`config.mk`:
```
export PLATFORM = sky130hd
export DESIGN_NAME = space_vector_pwm_generator
export DESIGN_NICKNAME = d
export VERILOG_FILES = /design/src/hdl/svpg_pkg.sv /design/src/hdl/svpg_ctrl.sv /design/src/hdl/svpg_datapath.sv /design/src/hdl/space_vector_pwm_generator.sv
export SDC_FILE = /design/constraint.sdc
export NUM_CORES = 2
export LEC_CHECK = 0
export BUFFER_PORTS_ARGS = -buffer_cell sky130_fd_sc_hd__buf_2
export CAP_MARGIN = 20
export CORE_MARGIN = 10
export CORE_UTILIZATION = 50
export CTS_BUF_LIST = sky130_fd_sc_hd__clkbuf_4
export DETAILED_ROUTE_END_ITERATION = 8
export PLACE_DENSITY = 0.74
export SETUP_SLACK_MARGIN = 0.4
export SYNTH_ARGS = -nofsm -noshare
export SYNTH_HDL_FRONTEND = slang
export SYNTH_HIERARCHICAL = 1
export SYNTH_SLANG_ARGS = --single-unit
```
`constraint.sdc`:
```
create_clock -name clk -period 10.62 [get_ports clk]
set_input_delay 3.186 -clock clk [delete_from_list [all_inputs] [get_ports clk]]
set_output_delay 3.186 -clock clk [all_outputs]
set_load 0.03 [all_outputs]
```
`src/hdl/svpg_pkg.sv`:
```
`timescale 1ns / 1ps
// Shared types, constants and helper functions for the space vector PWM generator.
// Depends on nothing; every other file in hdl/ refers to it by scoped names.
package svpg_pkg;

    localparam int ANGLE_BITS_DEF      = 24;
    localparam int SINE_TABLE_BITS_DEF = 10;

    localparam logic [23:0] STEP_GAIN_RESET = 24'd503316;
    localparam logic [31:0] PI3_Q30         = 32'd1124419809;
    localparam logic [30:0] ONE_Q30         = 31'd1073741824;

    typedef struct packed {
        logic signed [15:0] frequency;
        logic signed [15:0] amplitude;
    } in_word_t;

    typedef struct packed {
        logic signed [15:0] duty_a;
        logic signed [15:0] duty_b;
        logic signed [15:0] duty_c;
        logic        [2:0]  sector;
    } out_word_t;

    typedef enum logic [2:0] {
        MUL_NONE,
        MUL_STEP,
        MUL_T,
        MUL_SQ,
        MUL_RECIP,
        MUL_UA,
        MUL_XA
    } mul_op_t;

    typedef struct packed {
        logic        take_in;
        mul_op_t     mul_op;
        logic        upd_angle;
        logic        ld_t;
        logic        ld_u;
        logic        ld_v;
        logic        ld_a;
        logic [1:0]  div_idx;
        logic        ld_sine;
        logic        sine_sel;
        logic        ld_duty;
        logic        ld_scale;
        logic [1:0]  scale_idx;
    } cmd_t;

    // Taylor series divisors, innermost term first
    function automatic logic [6:0] div_const(input logic [1:0] idx);
        logic [6:0] d;
        case (idx)
            2'd0:    d = 7'd72;
            2'd1:    d = 7'd42;
            2'd2:    d = 7'd20;
            default: d = 7'd6;
        endcase
        return d;
    endfunction

    // floor(2^32 / divisor)
    function automatic logic [31:0] div_recip(input logic [1:0] idx);
        logic [31:0] r;
        case (idx)
            2'd0:    r = 32'd59652323;
            2'd1:    r = 32'd102261126;
            2'd2:    r = 32'd214748364;
            default: r = 32'd715827882;
        endcase
        return r;
    endfunction

endpackage

```
`src/hdl/svpg_ctrl.sv`:
```
`timescale 1ns / 1ps
// Sequencer for the space vector PWM generator: steps the datapath through
// angle update, two sine evaluations and duty scaling. Uses svpg_pkg.
module svpg_ctrl (
    input  logic           clk,
    input  logic           rst_n,
    input  logic           in_valid,
    output logic           in_ready,
    output logic           out_valid,
    input  logic           out_ready,
    output svpg_pkg::cmd_t cmd
);

    typedef enum logic [14:0] {
        S_IDLE = 15'b000000000000001,
        S_STEP = 15'b000000000000010,
        S_ANG  = 15'b000000000000100,
        S_TMUL = 15'b000000000001000,
        S_T    = 15'b000000000010000,
        S_SQ   = 15'b000000000100000,
        S_U    = 15'b000000001000000,
        S_D1   = 15'b000000010000000,
        S_D2   = 15'b000000100000000,
        S_UA   = 15'b000001000000000,
        S_UV   = 15'b000010000000000,
        S_FM   = 15'b000100000000000,
        S_FS   = 15'b001000000000000,
        S_DZ   = 15'b010000000000000,
        S_SC   = 15'b100000000000000
    } state_t;

    state_t     state_reg, state_next;
    logic [1:0] div_reg, div_next;
    logic       sine_reg, sine_next;
    logic [1:0] sc_reg, sc_next;
    logic       out_valid_reg, out_valid_next;

    assign in_ready  = (state_reg == S_IDLE);
    assign out_valid = out_valid_reg;

    always_comb
    begin
        state_next     = state_reg;
        div_next       = div_reg;
        sine_next      = sine_reg;
        sc_next        = sc_reg;
        out_valid_next = out_valid_reg && !out_ready;
        cmd            = '0;
        cmd.mul_op     = svpg_pkg::MUL_NONE;
        cmd.div_idx    = div_reg;
        cmd.sine_sel   = sine_reg;
        cmd.scale_idx  = sc_reg;
        unique case (state_reg)
            S_IDLE:
            begin
                if (in_valid)
                begin
                    cmd.take_in = 1'b1;
                    state_next  = S_STEP;
                end
            end
            S_STEP:
            begin
                cmd.mul_op = svpg_pkg::MUL_STEP;
                state_next = S_ANG;
            end
            S_ANG:
            begin
                cmd.upd_angle = 1'b1;
                state_next    = S_TMUL;
            end
            S_TMUL:
            begin
                cmd.mul_op = svpg_pkg::MUL_T;
                state_next = S_T;
            end
            S_T:
            begin
                cmd.ld_t   = 1'b1;
                sine_next  = 1'b0;
                state_next = S_SQ;
            end
            S_SQ:
            begin
                cmd.mul_op = svpg_pkg::MUL_SQ;
                state_next = S_U;
            end
            S_U:
            begin
                cmd.ld_u   = 1'b1;
                div_next   = 2'd0;
                state_next = S_D1;
            end
            S_D1:
            begin
                cmd.mul_op = svpg_pkg::MUL_RECIP;
                state_next = S_D2;
            end
            S_D2:
            begin
                cmd.ld_a = 1'b1;
                if (div_reg == 2'd3)
                begin
                    state_next = S_FM;
                end
                else
                begin
                    div_next   = div_reg + 2'd1;
                    state_next = S_UA;
                end
            end
            S_UA:
            begin
                cmd.mul_op = svpg_pkg::MUL_UA;
                state_next = S_UV;
            end
            S_UV:
            begin
                cmd.ld_v   = 1'b1;
                state_next = S_D1;
            end
            S_FM:
            begin
                cmd.mul_op = svpg_pkg::MUL_XA;
                state_next = S_FS;
            end
            S_FS:
            begin
                cmd.ld_sine = 1'b1;
                if (!sine_reg)
                begin
                    sine_next  = 1'b1;
                    state_next = S_SQ;
                end
                else
                begin
                    state_next = S_DZ;
                end
            end
            S_DZ:
            begin
                // hold until the previous word has left the output register
                if (!(out_valid_reg && !out_ready))
                begin
                    cmd.ld_duty = 1'b1;
                    sc_next     = 2'd0;
                    state_next  = S_SC;
                end
            end
            S_SC:
            begin
                cmd.ld_scale = 1'b1;
                if (sc_reg == 2'd2)
                begin
                    out_valid_next = 1'b1;
                    state_next     = S_IDLE;
                end
                else
                begin
                    sc_next = sc_reg + 2'd1;
                end
            end
            default:
            begin
                state_next = S_IDLE;
            end
        endcase
    end

    always_ff @(posedge clk or negedge rst_n)
    begin
        if (!rst_n)
        begin
            state_reg     <= S_IDLE;
            div_reg       <= 2'd0;
            sine_reg      <= 1'b0;
            sc_reg        <= 2'd0;
            out_valid_reg <= 1'b0;
        end
        else
        begin
            state_reg     <= state_next;
            div_reg       <= div_next;
            sine_reg      <= sine_next;
            sc_reg        <= sc_next;
            out_valid_reg <= out_valid_next;
        end
    end

endmodule

```
`src/hdl/svpg_datapath.sv`:
```
`timescale 1ns / 1ps
// Datapath for the space vector PWM generator: angle state, shared 32x32
// multiplier, constant dividers, duty assignment and scaling. Uses svpg_pkg.
module svpg_datapath #(
    parameter int ANGLE_BITS      = svpg_pkg::ANGLE_BITS_DEF,
    parameter int SINE_TABLE_BITS = svpg_pkg::SINE_TABLE_BITS_DEF
) (
    input  logic                 clk,
    input  logic                 rst_n,
    input  logic                 cfg_we,
    input  logic [23:0]          cfg_data,
    input  svpg_pkg::in_word_t   in_word,
    input  svpg_pkg::cmd_t       cmd,
    output svpg_pkg::out_word_t  out_word
);

    localparam int SHIFT = 39 - ANGLE_BITS;
    localparam int DROP  = (ANGLE_BITS > SINE_TABLE_BITS) ? ANGLE_BITS - SINE_TABLE_BITS : 0;

    logic [23:0]           gain_reg;
    logic [ANGLE_BITS-1:0] ang_reg;
    logic [2:0]            cnt_reg;
    svpg_pkg::in_word_t    in_reg;
    logic [63:0]           mul_reg;
    logic [30:0]           t_reg, x_reg, u_reg, v_reg, a_reg;
    logic [16:0]           dy_reg, dx_reg;
    logic [16:0]           ta_reg, tb_reg, tc_reg;
    svpg_pkg::out_word_t   out_reg;

    logic [31:0]           mul_a, mul_b;
    logic [16:0]           fabs;
    logic signed [41:0]    sprod, step;
    logic [ANGLE_BITS-1:0] nw, qang;
    logic [28:0]           q0, qc;
    logic [6:0]            dconst;
    logic [35:0]           qd, rem;
    logic [31:0]           srnd;
    logic signed [18:0]    dz_full;
    logic [15:0]           dz;
    logic [16:0]           na, nb, nc;
    logic [16:0]           dsel;
    logic signed [18:0]    d2;
    logic signed [16:0]    gain;
    logic signed [36:0]    sprd;
    logic signed [36:0]    shr;
    logic signed [15:0]    sat;

    assign out_word = out_reg;

    always_comb
    begin
        fabs   = in_reg.frequency[15] ? 17'(-$signed({in_reg.frequency[15], in_reg.frequency}))
                                      : 17'($signed(in_reg.frequency));
        qang   = (ang_reg >> DROP) << DROP;
        dconst = svpg_pkg::div_const(cmd.div_idx);
        unique case (cmd.mul_op)
            svpg_pkg::MUL_STEP:
            begin
                mul_a = 32'(gain_reg);
                mul_b = 32'(fabs);
            end
            svpg_pkg::MUL_T:
            begin
                mul_a = 32'(qang);
                mul_b = svpg_pkg::PI3_Q30;
            end
            svpg_pkg::MUL_SQ:
            begin
                mul_a = 32'(x_reg);
                mul_b = 32'(x_reg);
            end
            svpg_pkg::MUL_RECIP:
            begin
                mul_a = 32'(v_reg);
                mul_b = svpg_pkg::div_recip(cmd.div_idx);
            end
            svpg_pkg::MUL_UA:
            begin
                mul_a = 32'(u_reg);
                mul_b = 32'(a_reg);
            end
            svpg_pkg::MUL_XA:
            begin
                mul_a = 32'(x_reg);
                mul_b = 32'(a_reg);
            end
            default:
            begin
                mul_a = '0;
                mul_b = '0;
            end
        endcase

        // signed step with floor rounding
        sprod = in_reg.frequency[15] ? -$signed({1'b0, mul_reg[40:0]})
                                     : $signed({1'b0, mul_reg[40:0]});
        step  = sprod >>> SHIFT;
        nw    = ang_reg + step[ANGLE_BITS-1:0];

        // quotient estimate is low by at most one
        q0  = mul_reg[60:32];
        qd  = 36'(q0) * 36'(dconst);
        rem = 36'(v_reg) - qd;
        qc  = q0 + 29'(rem >= 36'(dconst));

        srnd = (32'(mul_reg[60:30]) + 32'd16384) >> 15;

        dz_full = 19'sd32768 - $signed({2'b00, dx_reg}) - $signed({2'b00, dy_reg});
        dz      = dz_full[18] ? 16'd0 : dz_full[16:1];
        unique case (cnt_reg)
            3'd1:
            begin
                nb = 17'(dz);
                na = 17'(dz) + dy_reg;
                nc = 17'd32768 - 17'(dz);
            end
            3'd2:
            begin
                nb = 17'(dz);
                nc = 17'(dz) + dx_reg;
                na = 17'd32768 - 17'(dz);
            end
            3'd3:
            begin
                nc = 17'(dz);
                nb = 17'(dz) + dy_reg;
                na = 17'd32768 - 17'(dz);
            end
            3'd4:
            begin
                nc = 17'(dz);
                na = 17'(dz) + dx_reg;
                nb = 17'd32768 - 17'(dz);
            end
            3'd5:
            begin
                na = 17'(dz);
                nc = 17'(dz) + dy_reg;
                nb = 17'd32768 - 17'(dz);
            end
            default:
            begin
                na = 17'(dz);
                nb = 17'(dz) + dx_reg;
                nc = 17'd32768 - 17'(dz);
            end
        endcase

        unique case (cmd.scale_idx)
            2'd0:    dsel = ta_reg;
            2'd1:    dsel = tb_reg;
            default: dsel = tc_reg;
        endcase
        d2   = $signed({1'b0, dsel, 1'b0}) - 19'sd32768;
        gain = in_reg.amplitude[15] ? 17'sd0 : $signed({2'b00, in_reg.amplitude[14:0]});
        sprd = 37'(d2) * 37'(gain) + 37'sd16384;
        shr  = sprd >>> 15;
        if (shr > 37'sd32767)
        begin
            sat = 16'sd32767;
        end
        else if (shr < -37'sd32768)
        begin
            sat = -16'sd32768;
        end
        else
        begin
            sat = shr[15:0];
        end
    end

    always_ff @(posedge clk or negedge rst_n)
    begin
        if (!rst_n)
        begin
            gain_reg <= svpg_pkg::STEP_GAIN_RESET;
            ang_reg  <= '0;
            cnt_reg  <= 3'd0;
        end
        else
        begin
            if (cfg_we)
            begin
                gain_reg <= cfg_data;
            end
            if (cmd.upd_angle)
            begin
                ang_reg <= nw;
                if (nw < ang_reg)
                begin
                    cnt_reg <= (cnt_reg < 3'd5) ? cnt_reg + 3'd1 : 3'd0;
                end
            end
        end
    end

    always_ff @(posedge clk)
    begin
        mul_reg <= 64'(mul_a) * 64'(mul_b);
        if (cmd.take_in)
        begin
            in_reg <= in_word;
        end
        if (cmd.ld_t)
        begin
            t_reg <= mul_reg[ANGLE_BITS +: 31];
            x_reg <= mul_reg[ANGLE_BITS +: 31];
        end
        if (cmd.ld_u)
        begin
            u_reg <= mul_reg[60:30];
            v_reg <= mul_reg[60:30];
        end
        if (cmd.ld_v)
        begin
            v_reg <= mul_reg[60:30];
        end
        if (cmd.ld_a)
        begin
            a_reg <= svpg_pkg::ONE_Q30 - 31'(qc);
        end
        if (cmd.ld_sine)
        begin
            if (!cmd.sine_sel)
            begin
                dy_reg <= srnd[16:0];
                x_reg  <= 31'(svpg_pkg::PI3_Q30) - t_reg;
            end
            else
            begin
                dx_reg <= srnd[16:0];
            end
        end
        if (cmd.ld_duty)
        begin
            ta_reg <= na;
            tb_reg <= nb;
            tc_reg <= nc;
        end
        if (cmd.ld_scale)
        begin
            unique case (cmd.scale_idx)
                2'd0:    out_reg.duty_a <= sat;
                2'd1:    out_reg.duty_b <= sat;
                default:
                begin
                    out_reg.duty_c <= sat;
                    out_reg.sector <= cnt_reg;
                end
            endcase
        end
    end

endmodule

```
`src/hdl/space_vector_pwm_generator.sv`:
```
`timescale 1ns / 1ps
// Space vector PWM generator: one input word (frequency, amplitude) per PWM
// period gives one output word (three phase duties and the sector index).
// Built from svpg_ctrl and svpg_datapath; types and constants from svpg_pkg.
//
// in_valid/in_ready take a word; out_valid/out_ready deliver the result.
// Each word goes from acceptance to out_valid through the angle step, the two
// sine evaluations and the duties. The single shared 32x32 multiplier is used
// for every product, so these steps run one after another.
// A new input word is taken as soon as the previous one is finished, even
// while its result still waits in the output register; the following result
// holds before its duty scaling until that register is free.
// cfg_we writes step_gain from cfg_data in the same cycle; write it only idle.
// Reset clears the angle, the sector counter and all handshake state and
// restores step_gain to its default.
module space_vector_pwm_generator #(
    parameter int ANGLE_BITS      = svpg_pkg::ANGLE_BITS_DEF,
    parameter int SINE_TABLE_BITS = svpg_pkg::SINE_TABLE_BITS_DEF
) (
    input  logic                clk,
    input  logic                rst_n,
    input  logic                cfg_we,
    input  logic [23:0]         cfg_data,
    input  logic                in_valid,
    output logic                in_ready,
    input  svpg_pkg::in_word_t  in_word,
    output logic                out_valid,
    input  logic                out_ready,
    output svpg_pkg::out_word_t out_word
);

    svpg_pkg::cmd_t cmd;

    svpg_ctrl u_ctrl (
        .clk       (clk),
        .rst_n     (rst_n),
        .in_valid  (in_valid),
        .in_ready  (in_ready),
        .out_valid (out_valid),
        .out_ready (out_ready),
        .cmd       (cmd)
    );

    svpg_datapath #(
        .ANGLE_BITS      (ANGLE_BITS),
        .SINE_TABLE_BITS (SINE_TABLE_BITS)
    ) u_datapath (
        .clk      (clk),
        .rst_n    (rst_n),
        .cfg_we   (cfg_we),
        .cfg_data (cfg_data),
        .in_word  (in_word),
        .cmd      (cmd),
        .out_word (out_word)
    );

endmodule

```
[Word-level counts from Yosys, hierarchy flattened]
Index checks and enable logic that the tools add are counted.
Cells by class
  $mul: 3
  bitwise operators: 2
  mux-type cells: 46
  reductions and logical operators: 25
  $add $sub $neg: 18
  eq/ne operators: 36
  magnitude comparators: 5
Operators with widths (count)
  $pmux W15 S14: 1
  $pmux W32 S5: 1
  $mux W31: 5
  $pmux W31 S5: 1
  $pmux W17 S3: 3
  $pmux W30 S3: 1
  $mul A31 B32 Y61: 1
  $mux W15: 4
  $mux W16: 3
  $mux W39: 1
  $neg A39 Y39: 1
  $add A35 B16 Y36 const B: 1
  $ge A36 B7 Y1: 1
  $mul A29 B7 Y36: 1
  $sub A31 B36 Y36: 1
  $mul A19 B16 Y35: 1
  $add A16 B17 Y17: 2
  $pmux W17 S2: 1
  $add A31 B15 Y32 const B: 1
  $sub A31 B29 Y31 const A: 1
  $sub A31 B31 Y31 const A: 1
  $add A29 B1 Y29: 1
  $add A24 B24 Y24: 1
  $lt A24 B24 Y1: 1
  other kinds (50): 99
Word-level totals
  bits in registers: 456

[Depth between registers and ports, before layout]
  depth after elaboration: 8
  gate-level depth with buffers: 42
  depth with buffers taken out: 38

[Modules after synthesis]
The synthesis kept the hierarchy.
By module, submodules not included
  svpg_datapath: cells each 7913, seq. area each 11898.9 sq um, times used 1, area each 72139.2 sq um
  svpg_ctrl: cells each 124, seq. area each 526.8 sq um, times used 1, area each 1257.5 sq um

[Worst setup path after synthesis]
No wires, ideal clock.
  path kind: flip-flop to flip-flop
  start point: reg u_ctrl.state_reg[9]
  end point: reg u_datapath.mul_reg[60]
  buffers on the path: 6
  arrival: 10375 ps
  path slack: 120 ps
  cell stages (with the launch flop): 39
  library setup time: 125 ps
  required time: 10495 ps
  cells stage by stage: dfrtp_1 -> or4_4 -> nor2_2 -> nand3_1 -> nor3b_2 -> or3_1 -> clkbuf_1 -> clkbuf_1 -> buf_1 -> clkbuf_1 -> mux2i_1 -> o21ai_0 -> clkbuf_1 -> nand2_1 -> fa_1 -> inv_1 -> fa_1 -> fa_1 -> (+3 left out) -> fa_1 -> inv_1 -> fa_1 -> inv_1 -> fa_1 -> fa_1 -> ha_1 -> clkbuf_1 -> nand3_1 -> nor3_1 -> o2111ai_1 -> a2111oi_0 -> o21ai_0 -> a221oi_1 -> o21ai_1 -> o31ai_1 -> a221oi_1 -> xnor2_1
RTL lines
  from (decl): line svpg_ctrl.sv:32  | state_t state_reg, state_next;
  from (signal assigned): line svpg_ctrl.sv:182  | state_reg <= state_next;
  to (signal assigned): line svpg_datapath.sv:199  | mul_reg <= 64'(mul_a) * 64'(mul_b);
  to (decl): line svpg_datapath.sv:24  | logic [63:0] mul_reg;

==> results.txt <==
Buf/Inv on CP: 8
Number of global-route vias before repair: 61370
Largest net degree at the start of global routing: 62
# H-tree levels: 3
Max stage delay on crit path: 0.60 ns
FF-to-FF Start: u_ctrl/state_reg[9]
CP endpoint kind: flop
Endpoints failing hold: 0
Share of cells above drive strength 1: 0.1078
Final Max Tran Viols: 0
Top FF cell, synth: edfxtp_1
IO Port Bufs: 113
Outcome: complete, no violations
PnR Total Power: 12650 uW
Req. time, crit path: 11.59 ns
Least-Margin Pin Slew: 1.140 ns
Unrepaired setup endpoints after global routing: yes
Clock sink count: 456
Crit. path cell count: 36
Pre-CTS WS: -0.4105 ns
Syn nets: 9906
PD cells: 156.8 nW/um^2
Minimum clock period: 10.07 ns
End of the critical path: u_datapath/mul_reg[50]
GRT Util Overall: 0.2768
Routed via count: 59300
Longest Clk Path Bufs: 3
Fmax: 0.09926 GHz
Clk pin slew, worst setup/hold paths: 0.07 ns
Post-route ant nets: 0
Initial antenna violation count: 12
Final Setup Violations: 0
Vias/cell: 5.803
Post-route clock period utilization: 0.9486
Slowest-stage cell, CP: fa_1
Slew HR: 0.2401
Die extent in x: 403.1 um
Final worst setup slack: 0.5456 ns
Yosys top cell area share: 0.3415
Total core area: 145700 um^2
Io pins: 114
Post-synth EDFFs: 292
Skew final: 0.09765 ns
Synthesized cell area: 73400 um^2
Number of cell rows: 140
Worst min path class: flop to flop
Ys async rst share: 0.1579
Max-cap violations: 0
Final non-filler cell total: 10220
Crit path DAT: 11.04 ns
Most common cell on crit path: fa_1
WHS: 0.4587 ns
Worst R2R Path Depth: 36
Design area: 80660 um^2
CP Launch Type: flop
Drt drc: 0
Initial Util: 0.5036
First-pass GRT wire length: 351600 um
Crit-path max FO: 10
CTS buffer count: 119
Final wirelength: 228300 um
Die height: 403.1 um
Final net count: 10050
Ys Warns: 6
Crit Path Class: flop to flop
Mean Syn Cell Area: 9.132 um^2
Post-Syn Instances: 8037
Reg2Reg Setup Slack: 0.55 ns
Hpwl dp: 183900 um
Largest register FFs: 61
Sequential area share after synthesis: 0.1693
Grt total ovfl: 0
Cell Area, Placed: 77370 um^2
Synth top area cells: fa_1 34%, edfxtp_1 12%, ha_1 9.5%
GP Congestion: 1.053
CP Launch Point: u_ctrl/state_reg[9]
Drt first pass iters: 6
CTS tree: built
Routed len/inst: 22.35 um
Synth area leader: fa_1
Clock latency on the worst-skew pair: 1.13 ns
Capturing point of the worst reg2reg path: u_datapath/mul_reg[50]
Layout filler cell count: 12960
Synthesized flop and latch total: 456
Worst vdd ir: 0.3833 mV
DRT iter0 DRCs: 5503
Die Area: 162500 um^2
Root Buffer: clkbuf_4
CP delay by family, top: adder cells
DP Cell Count: 9918
Area growth from synthesis to layout: 9.892%
Synth cell types: 105
Leakage dissipation: 0.03634 uW
-- metrics by stage --
step / TNS [ns] / util
finish: 0 / 0.5534
global route: 0 / 0.5534
CTS: 0 / 0.5453
detailed placement: -1.529 / 0.5309
global placement: -0.8662 / 0.5307
floorplan: 0 / -
-- timing repair --
action	4_1_cts	5_1_grt
setup endpoints to repair	24	38
buffers inserted	11	42
pin swaps	7	44
hold buffers	0	0
cloned	2	7
resized for setup	54	145
-- area by class of cell --
cell class                      count  area [um^2]  area share
Antenna cell                        9        22.52   0.0002792
Clock buffer                      162         1216     0.01508
Clock inverter                     66        478.0    0.005926
Inverter                         1440         5409     0.06706
Multi-Input combinational cell   5749        55120      0.6834
Sequential cell                   456        12430      0.1541
Tap cell                         1917         2399     0.02974
Timing Repair Buffer              419         3578     0.04437
-- cell families after synthesis --
group,Yosys count,share of synthesized area
AND/OR/NAND/NOR,2422,0.1482
buffers and inverters,1834,0.09419
adder cells (fa/ha/maj),1809,0.4364
AO/OA/AOI/OAI,1073,0.09586
flip-flops,456,0.1693
XOR/XNOR,303,0.03616
multiplexers,140,0.01988
-- placed cells by master, fill, tap and decap left out, types with 38 or more instances in the layout --
master,n
nor2_1,483
xor2_1,101
clkbuf_4,162
clkinv_1,38
mux2_2,40
nand4_1,39
dfxtp_1,92
buf_2,113
buf_12,38
xnor2_1,201
ha_1,540
and2_1,151
edfxtp_1,292
a21oi_1,219
dfrtp_1,55
fa_1,1243
nor3_1,68
mux2i_1,97
inv_1,1434
nor2b_1,72
a22oi_1,41
a21o_1,111
and3_1,41
nand2_1,1246
o21ai_0,229
buf_4,243
o21a_1,57
nand3_1,73
nand2b_1,68
-- power by group --
group          internal [uW]  switching [uW]  total (uW)
Clock                    893             834        1730
Combinational           3350            5200        8560
Sequential              2200             163        2370
-- routing by layer --
layer / vias to the layer above / GRT usage / part of all wire
met5: - / 0 / 0.00036
met4: 10 / 0.1454 / 0.065
met3: 760 / 0.05704 / 0.094
met2: 2981 / 0.4472 / 0.46
met1: 29660 / 0.3502 / 0.38
li1: 25890 / - / -
-- cell usage after synthesis (75+ instances only) --
cell / instances
o21ai_0: 253
clkbuf_1: 353
nand3_1: 75
dfxtp_1: 92
mux2i_1: 97
ha_1: 556
nand2_1: 1248
nor3_1: 75
nor2_1: 490
xnor2_1: 201
edfxtp_1: 292
nor2b_1: 75
a21oi_1: 230
and2_1: 152
inv_1: 1437
a21o_1: 111
fa_1: 1252
xor2_1: 102
-- worst min-delay path by stage --
stage / cells after the start / from / slack (ns) / end
floorplan: 1 / u_datapath/t_reg[0] / 0.42 / u_datapath/x_reg[0]
global placement: 1 / u_datapath/t_reg[0] / 0.44 / u_datapath/x_reg[0]
global route: 1 / u_datapath/t_reg[0] / 0.47 / u_datapath/x_reg[0]
CTS: 1 / u_datapath/t_reg[0] / 0.47 / u_datapath/x_reg[0]
finish: 1 / u_datapath/t_reg[0] / 0.46 / u_datapath/x_reg[0]
detailed placement: 1 / u_datapath/t_reg[0] / 0.44 / u_datapath/x_reg[0]
Power figures use the tool's default switching activity.
